===== config.mk =====
export PLATFORM = sky130hd
export DESIGN_NAME = tab_expand_caret_escape_flat
export DESIGN_NICKNAME = d
export VERILOG_FILES = /design/src/rtl/tec_pkg.sv /design/src/rtl/tec_if.sv /design/src/rtl/tec_front.sv /design/src/rtl/tec_queue.sv /design/src/rtl/tec_back.sv /design/src/rtl/tab_expand_caret_escape.sv /design/src/flat_wrapper.sv
export VERILOG_INCLUDE_DIRS = /design/src /design/src/rtl
export SDC_FILE = /design/constraint.sdc
export NUM_CORES = 1
export LEC_CHECK = 0
export ABC_AREA = 1
export BUFFER_PORTS_ARGS = -buffer_cell sky130_fd_sc_hd__buf_2
export CELL_PAD_IN_SITES_DETAIL_PLACEMENT = 2
export CELL_PAD_IN_SITES_GLOBAL_PLACEMENT = 2
export CORE_MARGIN = 3
export CORE_UTILIZATION = 40
export CTS_CLUSTER_SIZE = 8
export DETAILED_ROUTE_END_ITERATION = 10
export PLACE_DENSITY = 0.88
export SLEW_MARGIN = 20
export SYNTH_ARGS = -nofsm -noshare
export SYNTH_HDL_FRONTEND = slang
export SYNTH_SLANG_ARGS = --single-unit

===== constraint.sdc =====
create_clock -name i_clk -period 11.15 [get_ports i_clk]
set_input_delay 0 -clock i_clk [delete_from_list [all_inputs] [get_ports i_clk]]
set_output_delay 0 -clock i_clk [all_outputs]
set_load 0.01 [all_outputs]

===== src/rtl/tab_expand_caret_escape_macros.svh =====
// ---------------------------------------------------------------------------
// Assertion macros shared by the tab expander RTL
// Implication checks, same cycle and next cycle, on the block clock.
// ---------------------------------------------------------------------------
`ifndef TAB_EXPAND_CARET_ESCAPE_MACROS_SVH
`define TAB_EXPAND_CARET_ESCAPE_MACROS_SVH

// same-cycle implication
`define TEC_ASSERT_IMP(lbl, clk, rst_n, ante, cons, msg) \
    lbl: assert property (@(posedge clk) disable iff (!rst_n) (ante) |-> (cons)) \
        else $error(msg);

// next-cycle implication
`define TEC_ASSERT_NXT(lbl, clk, rst_n, ante, cons, msg) \
    lbl: assert property (@(posedge clk) disable iff (!rst_n) (ante) |=> (cons)) \
        else $error(msg);

`endif


===== src/rtl/tec_pkg.sv =====
// ---------------------------------------------------------------------------
// tec_pkg
// Types and character constants for the tab expander / caret escaper.
// ---------------------------------------------------------------------------
package tec_pkg;

    localparam logic [7:0] C_TAB     = 8'h09;
    localparam logic [7:0] C_LF      = 8'h0A;
    localparam logic [7:0] C_FF      = 8'h0C;
    localparam logic [7:0] C_ESC     = 8'h1B;
    localparam logic [7:0] C_SPACE   = 8'h20;
    localparam logic [7:0] C_QMARK   = 8'h3F;
    localparam logic [7:0] C_AT      = 8'h40;
    localparam logic [7:0] C_CARET   = 8'h5E;
    localparam logic [7:0] C_TILDE   = 8'h7E;
    localparam logic [7:0] C_HIGH_LO = 8'hA0;

    localparam logic [6:0] C_TW_RESET = 7'd8;
    localparam logic [6:0] C_TW_MAX   = 7'd64;

    typedef enum logic [1:0] {
        CFG_TAB_WIDTH  = 2'd0,
        CFG_BIG5_MODE  = 2'd1,
        CFG_HIGH_PRINT = 2'd2
    } t_cfg_idx;

    // one queued run of output characters
    typedef struct packed {
        logic [7:0] ch0;
        logic [7:0] ch1;
        logic [6:0] cnt;
        logic       last;
        logic       ff;
    } t_run;

    typedef struct packed {
        logic [7:0] out_byte;
        logic       run_last;
        logic       string_end;
        logic       form_feed_seen;
    } t_beat;

    function automatic logic [6:0] eff_width(input logic [6:0] w);
        logic [6:0] r;
        if (w == 7'd0) begin
            r = 7'd1;
        end else if (w > C_TW_MAX) begin
            r = C_TW_MAX;
        end else begin
            r = w;
        end
        return r;
    endfunction

endpackage


===== src/rtl/tec_if.sv =====
// ---------------------------------------------------------------------------
// tec_if
// Valid/ready stream interfaces for input bytes and display characters.
// ---------------------------------------------------------------------------
interface tec_in_if;
    logic       valid;
    logic       ready;
    logic [7:0] in_byte;
    logic       string_last;

    modport source (output valid, in_byte, string_last, input ready);
    modport sink   (input valid, in_byte, string_last, output ready);
endinterface

interface tec_out_if;
    logic       valid;
    logic       ready;
    logic [7:0] out_byte;
    logic       run_last;
    logic       string_end;
    logic       form_feed_seen;

    modport source (output valid, out_byte, run_last, string_end, form_feed_seen,
                    input ready);
    modport sink   (input valid, out_byte, run_last, string_end, form_feed_seen,
                    output ready);
endinterface


===== src/rtl/tec_front.sv =====
// ---------------------------------------------------------------------------
// tec_front
// Config registers, byte classification and tab-phase tracking; emits one
// run descriptor per accepted byte.
// ---------------------------------------------------------------------------
`include "tab_expand_caret_escape_macros.svh"

module tec_front (
    input  logic            i_clk,
    input  logic            i_rst_n,
    input  logic            i_cfg_we,
    input  logic [1:0]      i_cfg_idx,
    input  logic [6:0]      i_cfg_data,
    input  logic            i_valid,
    input  logic [7:0]      i_byte,
    input  logic            i_last,
    output logic            o_ready,
    input  logic            i_full,
    output logic            o_push,
    output tec_pkg::t_run   o_run
);

    logic [6:0] r_tab_width;
    logic       r_big5;
    logic       r_high;
    logic [5:0] r_phase, n_phase;
    logic       r_ff, n_ff;
    logic       r_norm, n_norm;

    logic [6:0] tw, ph7;
    logic [6:0] s_ctrl, s_ctrl1, s_ctrl2, s_pl, s_pl1;
    logic       is_tab, is_lf, is_ctrl, is_print, accept;
    logic [6:0] p_next;

    assign tw  = tec_pkg::eff_width(r_tab_width);
    assign ph7 = {1'b0, r_phase};

    assign o_ready = !r_norm && !i_full && !i_cfg_we;
    assign accept  = i_valid && o_ready;
    assign o_push  = accept;

    always_comb begin
        is_tab   = (i_byte == tec_pkg::C_TAB);
        is_lf    = (i_byte == tec_pkg::C_LF);
        is_ctrl  = !is_tab && !is_lf && (i_byte < tec_pkg::C_SPACE)
                   && !(r_big5 && (i_byte == tec_pkg::C_ESC));
        is_print = ((i_byte >= tec_pkg::C_SPACE) && (i_byte <= tec_pkg::C_TILDE))
                   || (r_high && (i_byte >= tec_pkg::C_HIGH_LO));

        s_ctrl  = ph7 + 7'd2;
        s_ctrl1 = (s_ctrl >= tw) ? s_ctrl - tw : s_ctrl;
        s_ctrl2 = (s_ctrl1 >= tw) ? s_ctrl1 - tw : s_ctrl1;
        s_pl    = ph7 + 7'd1;
        s_pl1   = (s_pl >= tw) ? s_pl - tw : s_pl;

        o_run.last = i_last;
        o_run.ff   = r_ff || (is_ctrl && (i_byte == tec_pkg::C_FF));
        if (is_tab) begin
            o_run.ch0 = tec_pkg::C_SPACE;
            o_run.ch1 = tec_pkg::C_SPACE;
            o_run.cnt = tw - ph7;
            p_next    = 7'd0;
        end else if (is_ctrl) begin
            o_run.ch0 = tec_pkg::C_CARET;
            o_run.ch1 = i_byte + tec_pkg::C_AT;
            o_run.cnt = 7'd2;
            p_next    = s_ctrl2;
        end else if (is_lf) begin
            o_run.ch0 = i_byte;
            o_run.ch1 = i_byte;
            o_run.cnt = 7'd1;
            p_next    = 7'd0;
        end else begin
            o_run.ch0 = is_print ? i_byte : tec_pkg::C_QMARK;
            o_run.ch1 = o_run.ch0;
            o_run.cnt = 7'd1;
            p_next    = s_pl1;
        end

        n_phase = r_phase;
        n_ff    = r_ff;
        n_norm  = r_norm;
        if (r_norm) begin
            // reduce stored phase after a width change
            if (ph7 >= tw) begin
                n_phase = 6'(ph7 - tw);
            end else begin
                n_norm = 1'b0;
            end
        end else if (accept) begin
            if (i_last) begin
                n_phase = 6'd0;
                n_ff    = 1'b0;
            end else begin
                n_phase = p_next[5:0];
                n_ff    = o_run.ff;
            end
        end
        if (i_cfg_we && (tec_pkg::t_cfg_idx'(i_cfg_idx) == tec_pkg::CFG_TAB_WIDTH)) begin
            n_norm = 1'b1;
        end
    end

    always_ff @(posedge i_clk) begin
        if (!i_rst_n) begin
            r_tab_width <= tec_pkg::C_TW_RESET;
            r_big5      <= 1'b0;
            r_high      <= 1'b0;
            r_phase     <= 6'd0;
            r_ff        <= 1'b0;
            r_norm      <= 1'b0;
        end else begin
            r_phase <= n_phase;
            r_ff    <= n_ff;
            r_norm  <= n_norm;
            if (i_cfg_we) begin
                unique case (tec_pkg::t_cfg_idx'(i_cfg_idx))
                    tec_pkg::CFG_TAB_WIDTH:  r_tab_width <= i_cfg_data;
                    tec_pkg::CFG_BIG5_MODE:  r_big5      <= i_cfg_data[0];
                    tec_pkg::CFG_HIGH_PRINT: r_high      <= i_cfg_data[0];
                    default: ;
                endcase
            end
        end
    end

    `TEC_ASSERT_IMP(a_phase_in_range, i_clk, i_rst_n, !r_norm, ph7 < tw, "phase not below tab width")

endmodule


===== src/rtl/tec_queue.sv =====
// ---------------------------------------------------------------------------
// tec_queue
// Two-entry run descriptor queue between classifier and expander.
// ---------------------------------------------------------------------------
`include "tab_expand_caret_escape_macros.svh"

module tec_queue (
    input  logic            i_clk,
    input  logic            i_rst_n,
    input  logic            i_push,
    input  tec_pkg::t_run   i_run,
    output logic            o_full,
    input  logic            i_pop,
    output logic            o_valid,
    output tec_pkg::t_run   o_head
);

    tec_pkg::t_run r_mem [2];
    logic          r_wp, r_rp;
    logic [1:0]    r_count;

    assign o_full  = (r_count == 2'd2);
    assign o_valid = (r_count != 2'd0);
    assign o_head  = r_mem[r_rp];

    always_ff @(posedge i_clk) begin
        if (i_push) begin
            r_mem[r_wp] <= i_run;
        end
    end

    always_ff @(posedge i_clk) begin
        if (!i_rst_n) begin
            r_wp    <= 1'b0;
            r_rp    <= 1'b0;
            r_count <= 2'd0;
        end else begin
            if (i_push) begin
                r_wp <= !r_wp;
            end
            if (i_pop) begin
                r_rp <= !r_rp;
            end
            r_count <= r_count + 2'(i_push) - 2'(i_pop);
        end
    end

    `TEC_ASSERT_IMP(a_no_pop_empty, i_clk, i_rst_n, i_pop, r_count != 2'd0, "pop from empty queue")
    `TEC_ASSERT_NXT(a_drain_one, i_clk, i_rst_n, r_count == 2'd1 && i_pop && !i_push, r_count == 2'd0, "queue count off after last pop")

endmodule


===== src/rtl/tec_back.sv =====
// ---------------------------------------------------------------------------
// tec_back
// Expands each queued run into display characters, one beat per cycle while
// the output is not stalled, into a registered output stage.
// ---------------------------------------------------------------------------
`include "tab_expand_caret_escape_macros.svh"

module tec_back (
    input  logic            i_clk,
    input  logic            i_rst_n,
    input  logic            i_q_valid,
    input  tec_pkg::t_run   i_head,
    output logic            o_pop,
    output logic            o_valid,
    input  logic            i_ready,
    output tec_pkg::t_beat  o_beat
);

    logic [5:0]     r_idx, n_idx;
    logic           r_valid;
    tec_pkg::t_beat r_beat, n_beat;
    logic           load, beat_last;
    logic [6:0]     idx7;

    assign idx7      = {1'b0, r_idx};
    assign load      = i_q_valid && (!r_valid || i_ready);
    assign beat_last = (idx7 == i_head.cnt - 7'd1);
    assign o_pop     = load && beat_last;
    assign o_valid   = r_valid;
    assign o_beat    = r_beat;

    always_comb begin
        n_beat.out_byte       = (r_idx == 6'd0) ? i_head.ch0 : i_head.ch1;
        n_beat.run_last       = beat_last;
        n_beat.string_end     = beat_last && i_head.last;
        n_beat.form_feed_seen = beat_last && i_head.last && i_head.ff;
        n_idx                 = beat_last ? 6'd0 : r_idx + 6'd1;
    end

    always_ff @(posedge i_clk) begin
        if (load) begin
            r_beat <= n_beat;
        end
    end

    always_ff @(posedge i_clk) begin
        if (!i_rst_n) begin
            r_valid <= 1'b0;
            r_idx   <= 6'd0;
        end else begin
            if (load) begin
                r_valid <= 1'b1;
                r_idx   <= n_idx;
            end else if (i_ready) begin
                r_valid <= 1'b0;
            end
        end
    end

    `TEC_ASSERT_IMP(a_idx_in_run, i_clk, i_rst_n, i_q_valid, idx7 < i_head.cnt, "beat index past run length")
    `TEC_ASSERT_IMP(a_end_is_run_last, i_clk, i_rst_n, r_valid && r_beat.string_end, r_beat.run_last, "string end off run boundary")

endmodule


===== src/rtl/tab_expand_caret_escape.sv =====
// ---------------------------------------------------------------------------
// tab_expand_caret_escape
// Tab expansion and caret escaping of a byte stream, one display character
// per output beat.
// ---------------------------------------------------------------------------
// Input channel i_in: one text byte per beat, string_last on the final byte.
// Output channel o_out: one display character per beat; run_last marks the
// last character caused by an input byte, string_end the last of a string,
// form_feed_seen (with string_end) whether the string held a form feed.
// Config: i_cfg_we/i_cfg_idx/i_cfg_data write tab_width (0), big5_mode (1)
// and high_bytes_printable (2); write only while the block is idle.
// Accepted bytes pass through the queue to the registered output stage.
// Throughput: one byte per cycle for bytes giving one character, while o_out
// is ready and no config write holds input off; a control byte gives two
// characters and a tab (effective tab width - phase) spaces, the expander
// emitting one character a cycle. A two-entry queue lets the input keep
// accepting while a run drains, then input stalls until a slot frees.
// A tab_width write reduces the stored phase by repeated subtraction, with
// input held off until it is done.
// Reset clears registers to tab_width 8, both modes off, phase and form-feed
// flag clear, queue and output empty. An output stall holds the beat and
// backs up through the queue to i_in.ready.
// ---------------------------------------------------------------------------
module tab_expand_caret_escape (
    input  logic        i_clk,
    input  logic        i_rst_n,
    input  logic        i_cfg_we,
    input  logic [1:0]  i_cfg_idx,
    input  logic [6:0]  i_cfg_data,
    tec_in_if.sink      i_in,
    tec_out_if.source   o_out
);

    logic           full, push, pop, q_valid, out_valid;
    tec_pkg::t_run  run, head;
    tec_pkg::t_beat beat;

    tec_front u_front (
        .i_clk      (i_clk),
        .i_rst_n    (i_rst_n),
        .i_cfg_we   (i_cfg_we),
        .i_cfg_idx  (i_cfg_idx),
        .i_cfg_data (i_cfg_data),
        .i_valid    (i_in.valid),
        .i_byte     (i_in.in_byte),
        .i_last     (i_in.string_last),
        .o_ready    (i_in.ready),
        .i_full     (full),
        .o_push     (push),
        .o_run      (run)
    );

    tec_queue u_queue (
        .i_clk   (i_clk),
        .i_rst_n (i_rst_n),
        .i_push  (push),
        .i_run   (run),
        .o_full  (full),
        .i_pop   (pop),
        .o_valid (q_valid),
        .o_head  (head)
    );

    tec_back u_back (
        .i_clk     (i_clk),
        .i_rst_n   (i_rst_n),
        .i_q_valid (q_valid),
        .i_head    (head),
        .o_pop     (pop),
        .o_valid   (out_valid),
        .i_ready   (o_out.ready),
        .o_beat    (beat)
    );

    assign o_out.valid          = out_valid;
    assign o_out.out_byte       = beat.out_byte;
    assign o_out.run_last       = beat.run_last;
    assign o_out.string_end     = beat.string_end;
    assign o_out.form_feed_seen = beat.form_feed_seen;

endmodule


===== src/flat_wrapper.sv =====
// flat-port wrapper written by rule: the top's interface ports become plain ports
module tab_expand_caret_escape_flat 
  (i_clk, i_rst_n, i_cfg_we, i_cfg_idx, i_cfg_data, i_in_valid, i_in_in_byte, i_in_string_last, i_in_ready, o_out_valid, o_out_out_byte, o_out_run_last, o_out_string_end, o_out_form_feed_seen, o_out_ready);
  tec_in_if i_in_i ();
  tec_out_if o_out_i ();
  input  logic i_clk;
  input  logic i_rst_n;
  input  logic i_cfg_we;
  input  logic [1:0] i_cfg_idx;
  input  logic [6:0] i_cfg_data;
  input wire logic [$bits(i_in_i.valid)-1:0] i_in_valid;
  input wire logic [$bits(i_in_i.in_byte)-1:0] i_in_in_byte;
  input wire logic [$bits(i_in_i.string_last)-1:0] i_in_string_last;
  output wire logic [$bits(i_in_i.ready)-1:0] i_in_ready;
  output wire logic [$bits(o_out_i.valid)-1:0] o_out_valid;
  output wire logic [$bits(o_out_i.out_byte)-1:0] o_out_out_byte;
  output wire logic [$bits(o_out_i.run_last)-1:0] o_out_run_last;
  output wire logic [$bits(o_out_i.string_end)-1:0] o_out_string_end;
  output wire logic [$bits(o_out_i.form_feed_seen)-1:0] o_out_form_feed_seen;
  input wire logic [$bits(o_out_i.ready)-1:0] o_out_ready;
  assign i_in_i.valid = i_in_valid;
  assign i_in_i.in_byte = i_in_in_byte;
  assign i_in_i.string_last = i_in_string_last;
  assign i_in_ready = i_in_i.ready;
  assign o_out_valid = o_out_i.valid;
  assign o_out_out_byte = o_out_i.out_byte;
  assign o_out_run_last = o_out_i.run_last;
  assign o_out_string_end = o_out_i.string_end;
  assign o_out_form_feed_seen = o_out_i.form_feed_seen;
  assign o_out_i.ready = o_out_ready;
  tab_expand_caret_escape u_core (.i_clk(i_clk), .i_rst_n(i_rst_n), .i_cfg_we(i_cfg_we), .i_cfg_idx(i_cfg_idx), .i_cfg_data(i_cfg_data), .i_in(i_in_i), .o_out(o_out_i));
endmodule

# --- After elaboration in Yosys (flattened, before gate mapping) ---
# Memory sizes are Yosys's and may differ from the RTL's. A register that Yosys moved wholly into a read port is not among the register bits.
# Cells that the tools add are included.
totals:
  latchBits: 0
  input_bits: 23
  wordCells: 113
  mem_bits_rw: 50
  rom_bits: 0
  ff_bits: 39
  n_memories: 1
op_classes:
  n_div: 0
  n_reduce_logical: 38
  n_addsub: 12
  mul: 0
  shift: 0
  n_eq_ne: 9
  order_cmp: 9
  muxes: 28
  n_bitwise: 1
mem_list:
  columns: ["name", "depth", "word_bits", "rd", "rd_clocked_by_memory_dff", "write_ports", "line_no", "rtl"]
  rows:
  - ["u_core.u_queue.r_mem", 2, 25, 1, 1, 1, "tec_queue.sv:18", "tec_pkg::t_run r_mem [2];"]
ops:
  columns: ["op", "n"]
  rows:
  - ["$mux W23", 3]
  - ["$mux W6", 10]
  - ["$eq A8 B4 Y1 const B", 3]
  - ["$ge A7 B7 Y1", 3]
  - ["$mux W7", 3]
  - ["$sub A6 B6 Y6", 3]
  - ["$mux W8", 2]
  - ["$logic_and A1 B1 Y1", 15]
  - ["$mux W1", 10]
  - ["$reduce_and A2 Y1", 5]
  - ["$logic_not A1 Y1", 9]
  - ["$add A8 B7 Y8 const B", 1]
  - ["$eq A8 B5 Y1 const B", 1]
  - ["$ge A8 B6 Y1 const B", 1]
  - ["$ge A8 B8 Y1 const B", 1]
  - ["$le A8 B7 Y1 const B", 1]
  - ["$lt A8 B6 Y1 const B", 1]
  - ["$add A6 B1 Y7 const B", 1]
  - ["$add A6 B2 Y7 const B", 1]
  - ["$eq A6 B7 Y1", 1]
  - ["$ge A6 B7 Y1", 1]
  - ["$gt A7 B7 Y1 const B", 1]
  - ["$logic_not A7 Y1", 1]
  - ["$sub A7 B1 Y7 const B", 1]
  - ["other kinds (13)", 18]

# --- Logic depth before layout (Yosys ltp) ---
depth:
  depth_word: 12
  mapped_depth: 26

# --- By module ---
# Synthesis repeated with hierarchy kept, for this count alone.
unflattened:
  hier_cells: 794
  hier_area_um2: 6407.4
by_module_without_submodules:
  columns: ["module", "cells_per_inst", "area_each_um2", "instances"]
  rows:
  - ["tec_front", 534, 3139.3, 1]
  - ["tec_queue", 111, 2134.5, 1]
  - ["tec_back", 149, 1133.6, 1]

# --- Worst setup path before layout ---
# OpenSTA, ideal clock, no wires.
synth_timing:
  path_kind: "register to register"
  startpoint: "register u_core.u_front.r_tab_width[2]"
  endpoint: "register u_core.u_front.r_phase[4]"
  synth_period_minus_slack_ps: 4111
  slack_ps: 7039
  n_path_buf: 0
  arrival_ps: 4042
  setup_time_ps: 70
  path_stages_with_launch: 24
  path_cell_list: "dfxtp_1 -> nor4_1 -> nand3_1 -> nand2_1 -> inv_1 -> nor2_1 -> inv_1 -> ha_1 -> inv_1 -> o21ai_0 -> and2_1 -> nand3b_2 -> nand2_2 -> nand2_1 -> and2_1 -> ha_1 -> a21oi_1 -> o21a_1 -> nand3b_1 -> inv_1 -> nand3_1 -> nand2_1 -> nand3_1 -> a21oi_1"
synth_between:
  elab_chain_len: 12
  elab_cells_between_ends: 24
  classes_between: "4 x add/sub; 5 x order compare; 1 x eq/ne; 12 x mux; 2 x reduce/logical"
synth_rtl:
  columns: ["element", "line_no", "rtl"]
  rows:
  - ["start: declaration", "tec_front.sv:23", "logic [6:0] r_tab_width;"]
  - ["start signal: assignment", "tec_front.sv:106", "r_tab_width <= tec_pkg::C_TW_RESET;"]
  - ["start signal: assignment", "tec_front.sv:118", "tec_pkg::CFG_TAB_WIDTH: r_tab_width <= i_cfg_data;"]
  - ["$gt A7 B7 Y1", "tec_pkg.sv:47", "end else if (w > C_TW_MAX) begin"]
  - ["$mux W7", "tec_pkg.sv:47", null]
  - ["$mux W7 (*)", "tec_pkg.sv:45", "if (w == 7'd0) begin"]
  - ["$sub A7 B7 Y7 / $ge A7 B7 Y1 (equally long branches)", "tec_front.sv:51", "s_ctrl1 = (s_ctrl >= tw) ? s_ctrl - tw : s_ctrl;"]
  - ["$mux W7", "tec_front.sv:51", null]
  - ["$sub A6 B6 Y6 / $ge A7 B7 Y1 (equally long branches)", "tec_front.sv:52", "s_ctrl2 = (s_ctrl1 >= tw) ? s_ctrl1 - tw : s_ctrl1;"]
  - ["$mux W6", "tec_front.sv:52", null]
  - ["$mux W6", "tec_front.sv:63", "end else if (is_ctrl) begin"]
  - ["$mux W6", "tec_front.sv:58", "if (is_tab) begin"]
  - ["$mux W6", "tec_front.sv:91", "if (i_last) begin"]
  - ["$mux W6", "tec_front.sv:90", "end else if (accept) begin"]
  - ["$mux W6", "tec_front.sv:83", "if (r_norm) begin"]
  - ["end signal: assignment", "tec_front.sv:113", "r_phase <= n_phase;"]
  - ["end: declaration", "tec_front.sv:26", "logic [5:0] r_phase, n_phase;"]
# Mark *: on every way between the ends. The rest lies on a longest branch, timed or not. The select of a mux whose other input is x is not followed.
# A chain may end at the register's enable or synchronous reset.

# --- Worst setup path in the final report ---
layout_timing:
  startpoint: "register u_core.u_front.r_tab_width[3]"
  endpoint: "register u_core.u_front.r_phase[2]"
# The elaborated chain is that of the path after synthesis.

==> reports/summary.log <==
INFO  clock_network  clk_root_buffer_cell=clkbuf_16
INFO  pwr            power.density=162mW/mm^2
INFO  grt            grt_start_max_net_pins=31
INFO  timing         maxClockFrequency=182MHz
INFO  logic_synthesis ys_async_sr_fraction=0
INFO  timing         tightestPinTransition=0.818ns
INFO  setup_path     timing.setup.critical_path_class=reg -> reg
INFO  grt            first_global_vias=6476
INFO  logic_synthesis ys_ff_latch=90
INFO  logic_synthesis yosys_warnings=0
INFO  logic_synthesis synth_enable_flop_cells=61
INFO  clock_network  htree_levels=3
INFO  logic_synthesis syn-instance-count=765
INFO  logic_synthesis ys_seq_area_frac=0.391
INFO  setup_path     crit_path_max_incr_delay=0.63ns
INFO  cells_and_area flow.area_growth_from_synthesis=11.9%
INFO  logic_synthesis synthesis.nets=839
INFO  cells_and_area most_common_cell_after_layout_fill_and_taps_aside=nand2_1
INFO  grt            number_of_antenna_violations_at_the_first_check_in_global_routing=0
INFO  floorplan      num_rows=44
INFO  cells_and_area antennaDiodeCount=0
INFO  drt            via_per_inst=5.72
INFO  timing         min_period=5.48ns
INFO  run            max_cap_violations=0
INFO  timing         headroom_to_the_max_slew_limit=0.452
INFO  setup_path     cpMostUsedCell=inv_1
INFO  setup_path     cpMaxStageDelayCell=nor2_1
INFO  timing         timing.clock.skew=0.00768ns
INFO  timing         rsz0062_at_grt=no
INFO  setup_path     required=11.44ns
INFO  cells_and_area layout.cells.most_common_list=nand2_1 (155), inv_1 (114), edfxtp_1 (61)
INFO  min_path       hold_class=in -> reg
INFO  cells_and_area fin_nets=883
INFO  floorplan      core_region_area=0.0148sqmm
INFO  drt            route.detailed.drc=0
INFO  grt            grt_util_all_layers=0.282
INFO  floorplan      floorplan.initialDensity=0.416
INFO  logic_synthesis ys_dominant_reg_cell=edfxtp_1
INFO  timing         final.hold.worst_slack=0.0120ns
INFO  logic_synthesis synth_unique_cells=41
INFO  placed_design  routabilityCongestion=0.912
INFO  setup_path     critical_path_startpoint_category=register
INFO  floorplan      fp.dieW=130um
INFO  cells_and_area final_layout_size_suffix_gt1_frac=0.117
INFO  setup_path     crit_arrival=5.77ns
INFO  pwr            leakagePower=3.10nW
INFO  placed_design  buffer_ports.inserted=35
INFO  setup_path     crit_family=simple AND/OR/NAND/NOR gates
INFO  setup_path     cp-end-kind=register
INFO  clock_network  cts.sinks=90
INFO  drt            vias=5709
INFO  grt            gr-total-overflow=0
INFO  clock_network  cts_resized=0
INFO  clock_network  clk_latency=0.36ns
INFO  placed_design  hpwlAfterDp=16.4mm
INFO  clock_network  clockBufferDepth=2
INFO  status         result_of_the_run=finished clean
INFO  clock_network  clk_transition_reported_paths=0.08ns
INFO  clock_network  number_of_buffers_created_by_cts=9
INFO  grt            grt_first_pass_wirelength=36.2mm
INFO  drt            detail_route.first_pass.iterations=4
INFO  drt            initialDrtViolationCount=274
INFO  logic_synthesis netlist_area=0.00617sqmm
INFO  pwr            vdd_drop_max=0.0849mV
INFO  setup_path     cp_cell_sequence=nor4_1 > nand3_1 > nand2_1 > inv_1 > nor2_1 > inv_1 > ha_1 > inv_1 > o21ai_0 > and2_1 > nand3b_2 > nand2_2 > nand2_1 > and2_1 > ha_1 > a21oi_1 > o21a_1 > nand3b_1 > inv_1 > nand3_1 > nand2_1 > nand3_1 > a21oi_1
INFO  timing         timing.final.hold_violations=0
INFO  drt            final_antenna_net_count=0
INFO  timing         min_period_over_period=0.492
INFO  clock_network  cts_tree=yes
INFO  setup_path     path_buf_inv=4
INFO  timing         setup_total_negative_slack=0ns
INFO  cells_and_area final_cell_utilization_of_the_core=0.466
INFO  floorplan      top_level_ports=36
INFO  floorplan      dieArea=0.0169sqmm
INFO  logic_synthesis synthesis.area_per_instance=8.06squm
INFO  timing         setup_viol=0
INFO  drt            detail_route.wirelength=23.0mm
INFO  drt            routed_wire_length_per_instance=23.1um
INFO  floorplan      dieHeight=130um
INFO  timing         report.final.slew_viol_count=0
INFO  setup_path     critPathMaxFanout=8
-- synth_stat cells (all sizes together) (6+ instances only) --
master  count  area (sq um)
inv       117           439
nand4      16           100
o21a        6          45.0
ha         45           563
nor2       59           239
xor2       11          96.3
or2         9          56.3
edfxtp     61          1830
xnor2       8          70.1
o21ai      50           250
a21oi      58           305
nor3        8          61.3
nand3      63           335
buf         8          65.1
fa          6           120
dfxtp      29           581
clkbuf      6          22.5
o211ai      9          67.6
nand2     168           683
mux2i      10           100
-- per-stage QoR --
stage	power, mW	area [sq um]	instances	setup WS (ns)
floorplan	0.665	6170	765	7.04
global placement	0.754	6520	974	6.36
detailed placement	0.789	6520	974	5.77
CTS	1.12	6900	998	5.67
global route	1.18	6900	998	5.04
finish	1.12	6900	998	5.67
-- flip-flops by register name, indices dropped and copies added (netlist names), named ones only --
name                        count
u_core.u_back.o_beat           11
u_core.u_front.r_tab_width      7
u_core.u_back.r_idx             6
u_core.u_back.o_valid           1
u_core.u_queue.r_rp             1
u_core.u_front.r_phase          6
u_core.u_front.r_high           1
u_core.u_front.r_ff             1
u_core.u_front.r_norm           1
u_core.u_front.r_big5           1
u_core.u_queue.r_wp             1
u_core.u_queue.r_mem           50
u_core.u_queue.r_count          2
-- layout make-up --
cell class / instances / area (sq um)
timing repair buffer: 47 / 285
clock buffer: 9 / 225
sequential: 90 / 2410
inverter: 117 / 439
fill: 1655 / 7910
tap: 184 / 230
multi-input combinational: 544 / 3230
clock inverter: 7 / 76.3
-- where the power goes --
part	total (mW)	switching (mW)	internal (mW)
sequential	0.392	0.0144	0.378
combinational	0.404	0.272	0.133
clock	0.319	0.159	0.160
total	1.12	0.445	0.670
-- cells by family (layout without fill, tap and decap cells) --
group	after synthesis	after routing	share of synthesized area
simple gates	334	334	0.253
buf+inv	131	180	0.0854
compound gates	130	130	0.116
flops	90	90	0.391
fa+ha+maj	51	51	0.111
xor+xnor	19	19	0.0270
mux	10	10	0.0162
-- repair_timing --
action / CTS / global route
setup buffers: 0 / 0
hold endpoints to repair: 7 / 0
hold buffers: 8 / 0
-- metal layers --
metal  vias to the layer above  wire [um]  part of all wire  GRT usage
met5                         -          0                 0          0
met4                         0       1090             0.047      0.138
met3                        66        841             0.037     0.0479
met2                       151      12300              0.53      0.520
met1                      2859       8800              0.38      0.313
li1                       2633          -                 -          -
-- path summary, 6_finish.rpt --
| path | startpoint | end | slack (ns) | cells after the start |
|---|---|---|---|---|
| min | i_cfg_data[2] | u_core.u_front.r_tab_width[2] | 0.01 | 3 |
| max reg2reg | u_core.u_front.r_tab_width[3] | u_core.u_front.r_phase[2] | 5.67 | 23 |
| max | u_core.u_front.r_tab_width[3] | u_core.u_front.r_phase[2] | 5.67 | 23 |
| min reg2reg | u_core.u_front.r_high | u_core.u_front.r_high | 0.48 | 2 |
-- worst min-delay path: stages --
cell     delay [ns]
buf_2          0.07
o21ai_0        0.11
nor2_1         0.14
No activity file was read; power rests on OpenSTA's default activity.
